$ cat src/hdl/hcbp_pkg.sv
// Shared types and constants of the Huffman code bit packer.
// No dependencies; every other file of the block but hcbp_ram imports this package.
package hcbp_pkg;

  localparam int OpW     = 2;
  localparam int SymW    = 8;
  localparam int CodeW   = 32;
  localparam int LenW    = 6;
  localparam int ByteW   = 8;
  localparam int PendW   = ByteW - 1;            // bits left after the last full byte
  localparam int PcntW   = 3;                    // width of a pending bit count
  localparam int AccW    = PendW + CodeW;        // pending bits plus one full code
  localparam int CntW    = $clog2(AccW + 1);
  localparam int RamW    = CodeW + LenW;
  localparam int QDepth  = 2;
  localparam int QPtrW   = $clog2(QDepth);
  localparam int QCntW   = $clog2(QDepth + 1);

  localparam logic [OpW-1:0] OpLoad   = 2'd0;
  localparam logic [OpW-1:0] OpEncode = 2'd1;
  localparam logic [OpW-1:0] OpFlush  = 2'd2;

  // Work item passed from the front end to the packer.
  typedef struct packed {
    logic             is_flush;
    logic [CodeW-1:0] code;
    logic [LenW-1:0]  len;
  } qentry_t;

  typedef struct packed {
    logic full;
    logic empty;
  } qstat_t;

endpackage

$ cat src/hdl/hcbp_queue.sv
// Two-entry work queue between the front end and the packer.
// Depends on hcbp_pkg.
module hcbp_queue (
  input  logic              clk_i,
  input  logic              rst_ni,
  input  logic              push_i,
  input  hcbp_pkg::qentry_t entry_i,
  input  logic              pop_i,
  output hcbp_pkg::qentry_t entry_o,
  output hcbp_pkg::qstat_t  qstat_o
);
  import hcbp_pkg::*;

  qentry_t entries_q [QDepth];
  logic [QPtrW-1:0] wr_ptr_q, wr_ptr_d;
  logic [QPtrW-1:0] rd_ptr_q, rd_ptr_d;
  logic [QCntW-1:0] cnt_q, cnt_d;

  assign qstat_o.full  = (cnt_q == QCntW'(QDepth));
  assign qstat_o.empty = (cnt_q == '0);
  assign entry_o       = entries_q[rd_ptr_q];

  always_comb begin
    wr_ptr_d = push_i ? wr_ptr_q + QPtrW'(1) : wr_ptr_q;
    rd_ptr_d = pop_i  ? rd_ptr_q + QPtrW'(1) : rd_ptr_q;
    cnt_d    = cnt_q + QCntW'(push_i) - QCntW'(pop_i);
  end

  always_ff @(posedge clk_i) begin
    if (push_i) begin
      entries_q[wr_ptr_q] <= entry_i;
    end
  end

  always_ff @(posedge clk_i or negedge rst_ni) begin
    if (!rst_ni) begin
      wr_ptr_q <= '0;
      rd_ptr_q <= '0;
      cnt_q    <= '0;
    end else begin
      wr_ptr_q <= wr_ptr_d;
      rd_ptr_q <= rd_ptr_d;
      cnt_q    <= cnt_d;
    end
  end

endmodule

$ cat config.mk
export PLATFORM = sky130hd
export DESIGN_NAME = hcbp_queue
export DESIGN_NICKNAME = d
export VERILOG_FILES = /design/src/hdl/hcbp_pkg.sv /design/src/hdl/hcbp_queue.sv
export SDC_FILE = /design/constraint.sdc
export NUM_CORES = 1
export LEC_CHECK = 0
export BUFFER_PORTS_ARGS = -buffer_cell sky130_fd_sc_hd__buf_4
export CAP_MARGIN = 20
export CORE_MARGIN = 2
export CORE_UTILIZATION = 48
export CTS_BUF_LIST = sky130_fd_sc_hd__clkbuf_4
export DETAILED_ROUTE_END_ITERATION = 16
export GPL_TIMING_DRIVEN = 1
export PLACE_DENSITY = 0.77
export SLEW_MARGIN = 20
export SYNTH_ARGS = -nofsm -noshare
export SYNTH_HDL_FRONTEND = slang
export SYNTH_SLANG_ARGS = --single-unit
$ cat constraint.sdc
create_clock -name clk_i -period 2.8 [get_ports clk_i]
set_clock_uncertainty 0.15 [all_clocks]
set_input_delay 0.42 -clock clk_i [delete_from_list [all_inputs] [get_ports clk_i]]
set_output_delay 0.42 -clock clk_i [all_outputs]
set_load 0.02 [all_outputs]
==> impl_metrics.env <==
export IMPL_status="finished, final reports clean"
export IMPL_hold_violations=0
export IMPL_synthFlopType="edfxtp_1"
export IMPL_htreeDepth=3
export IMPL_gr_max_usage_layer="met2"
export IMPL_io_buffers=83
export IMPL_synth_cells=136
export IMPL_clkLatencyLatePin_ns=0.38
export IMPL_clockRootBuffer="clkbuf_4"
export IMPL_cts_sinks=82
export IMPL_use_met2=0.251
export IMPL_via_per_inst=4.92
export IMPL_power_leakage_nw=1.49
export IMPL_grt_util_met3=0.0388
export IMPL_drv_cap=0
export IMPL_synth_top_area_share=0.775
export IMPL_area_growth_pct=27.9
export IMPL_gp_congestion=0.754
export IMPL_cts_setup_buffers=0
export IMPL_nNetsFinal=276
export IMPL_row_count=28
export IMPL_switching_power_mw=1.18
export IMPL_ios=84
export IMPL_grt_start_max_net_pins=24
export IMPL_path_class="reg -> out"
export IMPL_finalSetupTns_ns=0
export IMPL_synth_net_count=181
export IMPL_cts_buffers=9
export IMPL_period_share=0.785
export IMPL_fin_util=0.646
export IMPL_synth_edf_count=78
export IMPL_synth_area_mm2=0.00302
export IMPL_cts_buffer_depth=2
export IMPL_drt_iter0_drc=78
export IMPL_ys_top_cells_by_area="edfxtp_1 (77%), mux2_2 (15%), dfrtp_1 (3.3%)"
export IMPL_drc_errors=0
export IMPL_grt_pass1_vias=1624
export IMPL_switching_share=0.321
export IMPL_critPathMaxFanout=23
export IMPL_setup_violations=0
export IMPL_seqPwrFrac=0.461
export IMPL_crit_path_start_kind="register"
export IMPL_arrival_ns=1.63
export IMPL_crit_path_end_kind="primary output"
export IMPL_antenna_left=0
export IMPL_worst_ir_drop_vdd_mv=0.453
export IMPL_use_met1=0.175
export IMPL_ys_seq_area_frac=0.808
export IMPL_ys_warn_count=0
export IMPL_rsz0062_at_grt="false"
export IMPL_initial_core_util=0.505
export IMPL_required_ns=2.23
export IMPL_intPower_mw=2.50
export IMPL_drtPass1Iterations=4
export IMPL_maxSlewViolCount=0
export IMPL_synth_seq_cells=82
export IMPL_avgSynthCellArea_um2=22.2
export IMPL_vias=1525
export IMPL_cts_hold_buffers=1
export IMPL_wirelength_um=4930
export IMPL_clkPwrFrac=0.142
export IMPL_routedWlPerCell_um=15.9
export IMPL_overflow=0
export IMPL_grt_use_total=0.150
export IMPL_yosysTopAreaCell="edfxtp_1"
export IMPL_grt_pass1_wl_um=7750
export IMPL_path_clk_slew_ns=0.11
export IMPL_hold_class="in -> reg"
export IMPL_core_mm2=0.00599
export IMPL_cts_tree="built"
export IMPL_period_needed_ns=2.20
export IMPL_drive_above_1_share=0.604
export IMPL_die_area_mm2=0.00695
export IMPL_synth_commonest_cells="edfxtp_1 (78), mux2_2 (39), buf_6 (4), dfrtp_1 (4)"
export IMPL_maxSlewHeadroom=0.599
export IMPL_antenna_cells=0
export IMPL_die_x_um=83.4
export IMPL_hpwl_um=3410
export IMPL_async_flop_share=0.0488
export IMPL_fmax_mhz=455
export IMPL_worst_pin_slew_ns=0.600
export IMPL_antenna_found_initial=0
export IMPL_die_y_um=83.4
export IMPL_yosysMostFrequentCell="edfxtp_1"
export IMPL_synth_cell_types=11
export IMPL_cts_resized=0
export IMPL_pwr_share_comb=0.398
export IMPL_p_per_area_mw_per_mm2=952
-- flip-flops by register name, summed over array words and instances, names as in the netlist --
signal / cells
cnt_q: 2
entries_q: 78
rd_ptr_q: 1
wr_ptr_q: 1
-- placed cells by master (no fill, tap or decap) --
master	netlist	final
buf_4	0	85
edfxtp_1	78	78
mux2_2	39	39
clkbuf_4	0	10
clkinv_2	0	3
dfrtp_1	4	3
inv_1	2	2
xor2_1	2	2
ha_1	2	2
clkinv_1	0	2
buf_12	0	2
xor3_1	1	1
nor2b_4	0	1
nor2_1	1	1
nor2b_1	2	1
and2_2	0	1
dlygate4sd3_1	0	1
dfrtp_2	0	1
-- per-stage QoR --
stage               hold WS [ns]  setup slack [ns]  instance area [um^2]  cells  power [mW]
CTS                       0.0255             0.562                  3870    310        3.73
floorplan                -0.0256            0.0434                  3020    136        2.65
global route             0.00857             0.504                  3870    310        3.87
finish                    0.0550             0.602                  3870    310        3.68
detailed placement        0.0706              1.01                  3760    294        3.21
global placement          0.0697              1.03                  3760    294        3.19
-- per-layer routing --
metal / routed length, um / vias to the layer above
li1: - / 723
met1: 2060 / 738
met2: 2500 / 55
met3: 266 / 9
met4: 96 / 0
met5: 0 / -
-- layout make-up --
class                           count  area [um^2]
Inverter                            2         7.51
Clock inverter                      5         22.5
Fill cell                         456         2120
Tap cell                           75         93.8
Clock buffer                       10         75.1
Timing Repair Buffer               88          688
Sequential cell                    82         2440
Multi-Input combinational cell     48          537
-- critical path: stages, from the launching register on --
cell	delay [ns]
dfrtp_2	0.37
buf_4	0.31
mux2_2	0.39
buf_4	0.16
-- cells by family (layout without fill, tap and decap cells) --
logic type / Yosys count / count (layout) / share of synthesized area
DFF: 82 / 82 / 0.808
muxes: 39 / 39 / 0.145
buffers and inverters: 6 / 105 / 0.0174
and+or+nand+nor: 4 / 4 / 0.00745
xor gates and xnor gates: 3 / 3 / 0.0137
adders and majority gates: 2 / 2 / 0.00828
-- power groups by stage --
stage               Sequential, mW  Combinational [mW]  Clock [mW]
floorplan                     1.72               0.930           0
global placement              1.71                1.48           0
detailed placement            1.73                1.48           0
CTS                           1.70                1.49       0.545
global route                  1.72                1.56       0.595
finish                        1.70                1.46       0.522
-- path summary, 6_finish.rpt --
check / startpoint / endpoint / slack [ns] / cells past startpoint
worst max-delay path: rd_ptr_q$_DFFE_PN0P_ / entry_o[27] / 0.60 / 3
worst min-delay path: entry_i[31] / entries_q[0][31]$_DFFE_PP_ / 0.05 / 1
worst max register to register: wr_ptr_q$_DFFE_PN0P_ / entries_q[0][8]$_DFFE_PP_ / 1.15 / 2
worst min register to register: wr_ptr_q$_DFFE_PN0P_ / wr_ptr_q$_DFFE_PN0P_ / 0.41 / 1
max in group asynchronous: rst_ni / cnt_q[0]$_DFF_PN0_ / 2.15 / 2
min in group asynchronous: rst_ni / rd_ptr_q$_DFFE_PN0P_ / 0.24 / 2
Note: power is estimated with default switching activity, not from simulation.
