===== src/hdl/hcbp_pkg.sv =====
// Shared types and constants of the Huffman code bit packer.
// No dependencies; every other file of the block but hcbp_ram imports this package.
package hcbp_pkg;

  localparam int OpW     = 2;
  localparam int SymW    = 8;
  localparam int CodeW   = 32;
  localparam int LenW    = 6;
  localparam int ByteW   = 8;
  localparam int PendW   = ByteW - 1;            // bits left after the last full byte
  localparam int PcntW   = 3;                    // width of a pending bit count
  localparam int AccW    = PendW + CodeW;        // pending bits plus one full code
  localparam int CntW    = $clog2(AccW + 1);
  localparam int RamW    = CodeW + LenW;
  localparam int QDepth  = 2;
  localparam int QPtrW   = $clog2(QDepth);
  localparam int QCntW   = $clog2(QDepth + 1);

  localparam logic [OpW-1:0] OpLoad   = 2'd0;
  localparam logic [OpW-1:0] OpEncode = 2'd1;
  localparam logic [OpW-1:0] OpFlush  = 2'd2;

  // Work item passed from the front end to the packer.
  typedef struct packed {
    logic             is_flush;
    logic [CodeW-1:0] code;
    logic [LenW-1:0]  len;
  } qentry_t;

  typedef struct packed {
    logic full;
    logic empty;
  } qstat_t;

endpackage


===== src/hdl/hcbp_out_if.sv =====
// Output channel of the bit packer: valid/ready handshake plus one packed byte.
// Depends on hcbp_pkg for field widths.
interface hcbp_out_if;
  import hcbp_pkg::*;

  logic             valid;
  logic             ready;
  logic [ByteW-1:0] packed_byte;
  logic             last_of_run;

  modport source (output valid, output packed_byte, output last_of_run, input ready);
  modport sink   (input valid, input packed_byte, input last_of_run, output ready);
endinterface


===== src/hdl/hcbp_back.sv =====
// Packer: appends queued codes to the bit accumulator and emits bytes one a cycle while the output takes them.
// Depends on hcbp_pkg and hcbp_out_if.
module hcbp_back (
  input  logic              clk_i,
  input  logic              rst_ni,
  input  hcbp_pkg::qentry_t entry_i,
  input  hcbp_pkg::qstat_t  qstat_i,
  output logic              pop_o,
  hcbp_out_if.source        out_o
);
  import hcbp_pkg::*;

  localparam logic StIdle = 1'b0;
  localparam logic StEmit = 1'b1;

  logic state_q, state_d;
  logic [AccW-1:0] acc_q, acc_d;
  logic [CntW-1:0] cnt_q, cnt_d;
  logic            out_valid_q, out_valid_d;
  logic [ByteW-1:0] byte_q, byte_d;
  logic            last_q, last_d;

  logic             out_free;
  logic [PendW-1:0] pend;
  logic [AccW-1:0]  acc_shift;
  logic [ByteW-1:0] flush_byte;
  logic [CntW-1:0]  enc_cnt;
  logic [CntW-1:0]  rem_cnt;

  assign out_free  = !out_valid_q || out_o.ready;
  // In idle fewer than a byte of bits is left; only those low bits are live.
  assign pend      = acc_q[PendW-1:0] &
                     PendW'(((PendW + 1)'(1) << cnt_q[PcntW-1:0]) - (PendW + 1)'(1));
  assign acc_shift = acc_q >> (cnt_q - CntW'(ByteW));
  assign flush_byte = {1'b0, pend} << ((PcntW + 1)'(ByteW) - {1'b0, cnt_q[PcntW-1:0]});
  assign enc_cnt   = CntW'(cnt_q[PcntW-1:0]) + CntW'(entry_i.len);
  assign rem_cnt   = cnt_q - CntW'(ByteW);

  always_comb begin
    state_d     = state_q;
    acc_d       = acc_q;
    cnt_d       = cnt_q;
    pop_o       = 1'b0;
    out_valid_d = out_valid_q && !out_o.ready;
    byte_d      = byte_q;
    last_d      = last_q;
    unique case (state_q)
      StIdle: begin
        if (!qstat_i.empty) begin
          if (!entry_i.is_flush) begin
            pop_o   = 1'b1;
            acc_d   = (AccW'(pend) << entry_i.len) | AccW'(entry_i.code);
            cnt_d   = enc_cnt;
            state_d = (enc_cnt >= CntW'(ByteW)) ? StEmit : StIdle;
          end else if (cnt_q[PcntW-1:0] == '0) begin
            pop_o = 1'b1;     // empty flush
          end else if (out_free) begin
            pop_o       = 1'b1;
            out_valid_d = 1'b1;
            byte_d      = flush_byte;
            last_d      = 1'b1;
            acc_d       = '0;
            cnt_d       = '0;
          end
        end
      end
      StEmit: begin
        if (out_free) begin
          out_valid_d = 1'b1;
          byte_d      = acc_shift[ByteW-1:0];
          last_d      = (rem_cnt < CntW'(ByteW));
          cnt_d       = rem_cnt;
          state_d     = (rem_cnt < CntW'(ByteW)) ? StIdle : StEmit;
        end
      end
      default: state_d = StIdle;
    endcase
  end

  always_ff @(posedge clk_i or negedge rst_ni) begin
    if (!rst_ni) begin
      state_q     <= StIdle;
      acc_q       <= '0;
      cnt_q       <= '0;
      out_valid_q <= 1'b0;
    end else begin
      state_q     <= state_d;
      acc_q       <= acc_d;
      cnt_q       <= cnt_d;
      out_valid_q <= out_valid_d;
    end
  end

  always_ff @(posedge clk_i) begin
    byte_q <= byte_d;
    last_q <= last_d;
  end

  assign out_o.valid       = out_valid_q;
  assign out_o.packed_byte = byte_q;
  assign out_o.last_of_run = last_q;

endmodule


===== src/flat_wrapper.sv =====
// flat-port wrapper written by rule: the top's interface ports become plain ports
module hcbp_back_flat import hcbp_pkg::*;
  (clk_i, rst_ni, entry_i, qstat_i, pop_o, out_o_valid, out_o_packed_byte, out_o_last_of_run, out_o_ready);
  hcbp_out_if out_o_i ();
  input  logic clk_i;
  input  logic rst_ni;
  input  hcbp_pkg::qentry_t entry_i;
  input  hcbp_pkg::qstat_t qstat_i;
  output logic pop_o;
  output wire logic [$bits(out_o_i.valid)-1:0] out_o_valid;
  output wire logic [$bits(out_o_i.packed_byte)-1:0] out_o_packed_byte;
  output wire logic [$bits(out_o_i.last_of_run)-1:0] out_o_last_of_run;
  input wire logic [$bits(out_o_i.ready)-1:0] out_o_ready;
  assign out_o_valid = out_o_i.valid;
  assign out_o_packed_byte = out_o_i.packed_byte;
  assign out_o_last_of_run = out_o_i.last_of_run;
  assign out_o_i.ready = out_o_ready;
  hcbp_back u_core (.clk_i(clk_i), .rst_ni(rst_ni), .entry_i(entry_i), .qstat_i(qstat_i), .pop_o(pop_o), .out_o(out_o_i));
endmodule

===== config.mk =====
export PLATFORM = sky130hd
export DESIGN_NAME = hcbp_back_flat
export DESIGN_NICKNAME = d
export VERILOG_FILES = /design/src/hdl/hcbp_pkg.sv /design/src/hdl/hcbp_out_if.sv /design/src/hdl/hcbp_back.sv /design/src/flat_wrapper.sv
export SDC_FILE = /design/constraint.sdc
export NUM_CORES = 1
export LEC_CHECK = 0
export BUFFER_PORTS_ARGS = -buffer_cell sky130_fd_sc_hd__buf_2
export CAP_MARGIN = 30
export CORE_MARGIN = 2
export CORE_UTILIZATION = 35
export CTS_CLUSTER_SIZE = 12
export DETAILED_ROUTE_END_ITERATION = 8
export MAX_ROUTING_LAYER = met4
export PLACE_DENSITY = 0.48
export SLEW_MARGIN = 20
export SYNTH_ARGS = -nofsm -noshare
export SYNTH_HDL_FRONTEND = slang
export SYNTH_SLANG_ARGS = --single-unit
export TNS_END_PERCENT = 30

===== constraint.sdc =====
create_clock -name clk_i -period 4.4 [get_ports clk_i]
set_input_delay 0.22 -clock clk_i [delete_from_list [all_inputs] [get_ports clk_i]]
set_output_delay 0.22 -clock clk_i [all_outputs]
set_load 0.01 [all_outputs]

==> results.md, run 1 <==
* Register area share after synthesis at 0.282
* Vias/cell at 6.21
* Starting Density at 0.356
* Clk sink count at 56
* Worst setup endpoint: u_core.acc_q[26]
* Mapped Cells at 565
* Layout overhead on the synthesized area at 9.63%
* PwrDens at 728 nW/um^2
* WP data arrival at 3.93 ns
* Count of final setup violators at 0
* Vias in the first global route at 4,638
* CTS Hold Buffers Added at 1
* CTS tree: yes
* Die X at about 130 um
* Vias at 4,821
* Synth unique cells at 84
* Post-synth EDFFs at 9
* DP HPWL at 13.3 mm
* Area contributors post-synth: dfrtp_1 (23%), mux4_2 (9.7%), mux2i_1 (6.6%)
* Yosys reg bits at 56
* H-tree Lvls at 2
* Die height at 125 um
* Total gr overflow at 0
* Port Buffers at 53
* Reg clk slew, reported paths at roughly 0.08 ns
* Num CTS Buffers at 5
* Max-cap violations at 0
* Avg Cell Area, Syn at 9.08 um^2
* Post-route cell area at 5620 um^2
* Worst slew pin tran at 0.876 ns
* Post-synth top area share at 0.229
* Resize count post-CTS at 0
* Final worst slack at approximately 0.70 ns
* Final Hold Fails at 0
* Clk root buf: clkbuf_16
* P_leak at 0.00221 uW
* Routed Wire Length at 17.4 mm
* R2R depth at 10
* Worst-skew pair later-pin latency at roughly 0.30 ns
* Switch share at 0.490
* Count leader, synth: nand2_1
* Num ports at 55
* Reg2reg setup slack at 0.70 ns
* Combinational Power Share at 0.632
* Worst R2R End: u_core.acc_q[26]
* Initial drt markers at ~530
* IR drop worst, VDD at 0.281 mV
* Core Rows at 44
* Mapped cell area at 5130 um^2
* Top FF cell, synth: dfrtp_1
* Net Count, Synth at 622
* Core Footprint at 14,400 um^2
* Layout cell share with drive strength beyond 1 at 0.189
* DRC at 0
* CTS max path bufs at 2
* Drt wl/cell at around 22 um
* Initial antenna violation count at 0
* Reg-to-Reg Start: u_core.cnt_q[1]
* Worst Skew at ~0.0078 ns
* Min Tclk post-route at 3.70 ns
* Worst hold path type: in -> reg
* Pin count of the biggest net entering global routing at 54
* Highest Clock Rate at 0.270 GHz
* Rel. slew slack at 0.415
* RSZ-0062 raised after global routing: no
* Final nets at 648
* Placer Congestion at 0.936
* Post-Place Worst Slack at 0.726 ns
* Routed Antenna Nets at 0
* Setup TNS at 0 ns
* Sequential share of power at 0.251
* Crit path kind: reg -> reg
* DP Area at 5450 um^2
* Setup crit start: u_core.cnt_q[1]
* Total track usage at 0.229
* Pre-antenna DRT Iters at 5
* Post-CTS setup buffers at 0
* Post-route clock period utilization at 0.841
* Psw at around 2000 uW
* First-pass GRT wire length at 27.4 mm
* Clk pwr share at 0.117
* Critical Path RT at about 4.6 ns
* Critical Path Start Type: flip-flop
* Synth top cells by count: nand2_1 (64), dfrtp_1 (47), nor2_1 (39), a21oi_1 (36), mux2i_1 (34)
* Critical Path Fanout Max at 8
* Die area at 15,600 um^2
* ANT cells at 0
* Status: finished clean
* CP Capture Type: flip-flop
* Async S/R FF share, synth at 0.839
* Yosys top cell by area: dfrtp_1
* Max-slew violation count at 0
* Warnings from Yosys at 0
* Int Pwr at 2090 uW
==> final cells by class <==
cell class	count	area, um^2
Timing Repair Buffer	62	348
Sequential cell	56	1450
Inverter	11	41.3
Tap cell	184	230
Fill cell	1476	8800
Clock inverter	2	38.8
Clock buffer	6	129
Multi-Input combinational cell	455	3390
==> cells by family (layout without fill, tap and decap cells) <==
kind of cell    count (synthesis)  after routing  synth area share
xor+xnor                        5              5           0.00854
buf+inv                        54             81            0.0578
flops                          56             56             0.282
mux                            62             62             0.176
simple gates                  177            177             0.169
fa+ha+maj                      13             13            0.0332
compound gates                198            198             0.274
==> state kept, by name, summed over array words and instances, names as in the netlist <==
name	cells
u_core.state_q	1
u_core.cnt_q	6
u_core.out_o.last_of_run	1
u_core.out_o.packed_byte	8
u_core.out_o.valid	1
u_core.acc_q	39
==> worst max-delay path, stage by stage, from the launching register on <==
cell	delay (ns)
dfrtp_2	0.40
inv_1	0.19
ha_1	0.34
ha_1	0.42
inv_1	0.17
ha_1	0.30
nor2b_1	0.44
mux2i_1	0.27
a21oi_1	0.70
a221oi_1	0.18
a21oi_1	0.20
==> placed cells by master (no fill, tap or decap), types with 5 or more instances in the layout <==
cell type	synthesis	layout
nand2_1	64	63
buf_2	11	53
dfrtp_1	47	46
nor2_1	39	39
a21oi_1	36	36
mux2i_1	34	34
o21ai_1	24	24
mux4_2	22	22
a22oi_1	21	21
nand3_1	15	15
o21ai_0	13	13
nor3_1	13	13
ha_1	12	12
inv_1	9	9
nor2b_1	9	9
edfxtp_1	9	9
o22ai_1	8	8
a2bb2oi_1	8	8
a211oi_1	8	8
a31oi_1	7	7
a221oi_1	7	7
buf_4	3	7
a22o_1	6	6
nand2b_1	5	5
o221ai_1	5	5
o211ai_1	5	5
clkbuf_16	0	5
==> per-layer routing <==
| layer | track usage | routed length, um | vias to the layer above |
|---|---|---|---|
| met5 | - | 0 | - |
| met3 | 0.0321 | 842 | 39 |
| met2 | 0.338 | 7750 | 168 |
| met1 | 0.328 | 8250 | 2370 |
| met4 | 0.0686 | 535 | 0 |
| li1 | - | - | 2244 |
==> power groups by stage <==
stage | combinational [uW] | sequential, uW | clock (uW)
finish | 2590 | 1030 | 479
floorplan | 1960 | 939 | 0
detailed placement | 2560 | 1030 | 0
global placement | 2530 | 1030 | 0
global route | 2830 | 1050 | 506
CTS | 2570 | 1020 | 485
==> worst min path at each step <==
stage / start / to / slack [ns] / cells after the start
3_5_place_dp: rst_ni / u_core.cnt_q[5] / 0.19 / 1
5_1_grt: qstat_i[0] / u_core.cnt_q[1] / 0.14 / 2
4_1_cts: qstat_i[0] / u_core.cnt_q[1] / 0.13 / 2
2_1_floorplan: rst_ni / u_core.acc_q[0] / -0.08 / 0
3_3_place_gp: qstat_i[0] / u_core.cnt_q[1] / 0.45 / 2
6_report: qstat_i[0] / u_core.cnt_q[1] / 0.13 / 2
==> per-stage QoR <==
stage          cells  hold WS [ns]  total power [uW]   util
2_1_floorplan    565       -0.0756              2900      -
4_1_cts          776         0.130              4070  0.390
3_3_place_gp     766         0.445              3550  0.376
5_1_grt          776         0.142              4390  0.390
3_5_place_dp     767         0.193              3590  0.378
6_report         776         0.131              4090  0.390
Power figures use the tool's default switching activity.
==> inputs of run 2 (changes only) <==
PLACE_DENSITY = 0.5   (was 0.48)
clock period = 3.15 ns   (was 4.4 ns; I/O delays follow)
==> run 2 against run 1 <==
Routed wire length is 3.6% higher; power is 43% higher; clock power is 29% higher; global-route usage rose by 0.70 points; count of clock-buffer cells in the layout fell by 1; clock skew fell by 0.0016 ns; critical path depth grew 1; flip-flop and latch count stayed put; setup slack got worse by 0.49 ns; largest cell class unchanged.
==> results.md, run 2 (synthesis gave the netlist of run 1 again) <==
* Status: finished clean (unchanged)
* CTS max path bufs at 2 (unchanged)
* Rel. slew slack at 0.418 (was 0.415)
* Worst Skew at 0.00614 ns (was 0.00778 ns)
* Layout overhead on the synthesized area at 11.6% (was 9.63%)
* RSZ-0062 raised after global routing: no (unchanged)
* Final Hold Fails at 0 (unchanged)
* DP HPWL at 13.7 mm (was 13.3 mm)
* Max-slew violation count at 0 (unchanged)
* WP depth at 11 (was 10)
* Critical Path Fanout Max at 6 (was 8)
* Critical Path Start Type: flip-flop (unchanged)
* Initial drt markers at 487 (was 526)
* Max reg flops at 39 (unchanged)
* IR drop worst, VDD at 0.292 mV (was 0.281 mV)
* Critical-path cell list: inv_2 -> ha_4 -> ha_4 -> inv_1 -> ha_1 -> nor3b_2 -> mux2i_1 -> nor3_1 -> a21oi_1 -> a221o_1 -> a31o_1 (was inv_1 -> ha_1 -> ha_1 -> inv_1 -> ha_1 -> nor2b_1 -> mux2i_1 -> a21oi_1 -> a221oi_1 -> a21oi_1)
* Vias at 4,887 (was 4,821)
* Most common cell after layout, fill and taps aside: nand2_1 (unchanged)
* WHS at 0.0777 ns (was 0.131 ns)
* CP Capture Type: flip-flop (unchanged)
* Most frequent cells in the layout: nand2_1 (63), buf_2 (52), dfrtp_1 (46) (was nand2_1 (63), buf_2 (53), dfrtp_1 (46))
* Slowest-stage cell, CP: a221o_1 (was a21oi_1)
* Fin util at 0.397 (was 0.390)
* Initial antenna violation count at 0 (unchanged)
* Drt wl/cell at 22.8 um (was 22.4 um)
* Clk root buf: clkbuf_16 (unchanged)
* Die area at 15,600 um^2 (unchanged)
* Setup crit start: u_core.cnt_q[0] (was u_core.cnt_q[1])
* Min Tclk post-route at 2.94 ns (was 3.70 ns)
* Num ports at 55 (unchanged)
* CTS tree: yes (unchanged)
* PwrDens at 1020 nW/um^2 (was 728 nW/um^2)
* Highest Clock Rate at 0.340 GHz (was 0.270 GHz)
* Reg clk slew, reported paths at 0.09 ns (was 0.08 ns)
* Reg-to-Reg Start: u_core.cnt_q[0] (was u_core.cnt_q[1])
* WP buf/inv at 2 (unchanged)
* H-tree Lvls at 2 (unchanged)
* Largest Register: u_core.acc_q (unchanged)
* Count of final setup violators at 0 (unchanged)
* ANT cells at 0 (unchanged)
* WP data arrival at 3.14 ns (was 3.93 ns)
* Die height at 125 um (unchanged)
* Worst-skew pair later-pin latency at 0.31 ns (was 0.30 ns)
* DP Area at 5560 um^2 (was 5450 um^2)
* P_leak at 0.00227 uW (was 0.00221 uW)
* Starting Density at 0.356 (unchanged)
* Critical Path RT at 3.35 ns (was 4.63 ns)
* Total gr overflow at 0 (unchanged)
* Post-route clock period utilization at 0.934 (was 0.841)
* Clk sink count at 56 (unchanged)
* Layout cell share with drive strength beyond 1 at 0.215 (was 0.189)
* Top Family by Delay on Critical Path: compound AO/OA/AOI/OAI gates (unchanged)
* Vias in the first global route at 4,596 (was 4,638)
* Core Footprint at 14,400 um^2 (unchanged)
* Pre-antenna DRT Iters at 5 (unchanged)
* Routed Antenna Nets at 0 (unchanged)
* Placer Congestion at 0.887 (was 0.936)
* Die X at 125 um (unchanged)
* Total track usage at 0.236 (was 0.229)
* Setup TNS at 0 ns (unchanged)
* Worst slew pin tran at 0.869 ns (was 0.876 ns)
* First-pass GRT wire length at 28.1 mm (was 27.4 mm)
* Max-cap violations at 0 (unchanged)
* Worst R2R End: u_core.acc_q[24] (was u_core.acc_q[26])
* Crit path kind: reg -> reg (unchanged)
* Post-CTS setup buffers at 0 (unchanged)
* Worst setup endpoint: u_core.acc_q[24] (was u_core.acc_q[26])
* Vias/cell at 6.19 (was 6.21)
* Post-route cell area at 5730 um^2 (was 5620 um^2)
* Port Buffers at 53 (unchanged)
* Max incr delay on CP at 0.46 ns (was 0.70 ns)
* Worst hold path type: in -> reg (unchanged)
* Pin count of the biggest net entering global routing at 54 (unchanged)
* Reg2reg setup slack at 0.21 ns (was 0.70 ns)
* Core Rows at 44 (unchanged)
* Num CTS Buffers at 5 (unchanged)
* Final nets at 661 (was 648)
* Crit-path most repeated cell: ha_4 (was ha_1)
* DRC at 0 (unchanged)
* R2R depth at 11 (was 10)
* Routed Wire Length at 18.0 mm (was 17.4 mm)
==> run 2: worst reg2reg max path: stages, from the launching register on <==
cell and delay [ns]:
dfrtp_1 0.39, inv_2 0.07, ha_4 0.18, ha_4 0.16, inv_1 0.07, ha_1 0.25, nor3b_2 0.22, mux2i_1 0.14
nor3_1 0.44, a21oi_1 0.20, a221o_1 0.46, a31o_1 0.25
==> run 2: cell type report <==
type / count / area (um^2)
well taps: 184 / 230
repair buffers: 75 / 435
fillers: 1467 / 8700
multi-input cells: 455 / 3420
clock buffers: 5 / 125
flip-flops and latches: 56 / 1450
clock inverters: 3 / 25.0
inverters: 11 / 43.8
==> run 2: stage by stage <==
step	worst slack [ns]	power, uW	cells
floorplan	0.00327	4110	565
global route	0.0757	6260	789
CTS	0.213	5820	789
finish	0.209	5860	789
detailed placement	0.242	5190	780
global placement	0.273	5140	780
==> run 2: timing repair <==
action	CTS	global route
hold buffers	1	0
hold endpoints to repair	47	0
resized for setup	0	1
setup endpoints to repair	0	1
==> run 2: how the worst min path moves through the flow <==
stage,start,endpoint,slack [ns],cells after the start
6_report,entry_i[11],u_core.acc_q[5],0.08,3
3_3_place_gp,entry_i[29],u_core.acc_q[23],0.39,3
2_1_floorplan,rst_ni,u_core.acc_q[0],-0.14,0
3_5_place_dp,rst_ni,u_core.cnt_q[5],0.22,1
4_1_cts,entry_i[11],u_core.acc_q[5],0.08,3
5_1_grt,entry_i[11],u_core.acc_q[5],0.08,3
==> run 2: power breakdown <==
part / switching, uW / internal (uW)
registers: 364 / 1070
logic: 2220 / 1580
clock network: 316 / 303
==> run 2: routing by layer <==
| metal | track usage | part of all wire | wire (um) |
|---|---|---|---|
| met5 | - | 0 | 0 |
| met4 | 0.0556 | 0.022 | 401 |
| met3 | 0.0274 | 0.052 | 929 |
| met2 | 0.359 | 0.46 | 8310 |
| met1 | 0.338 | 0.47 | 8380 |
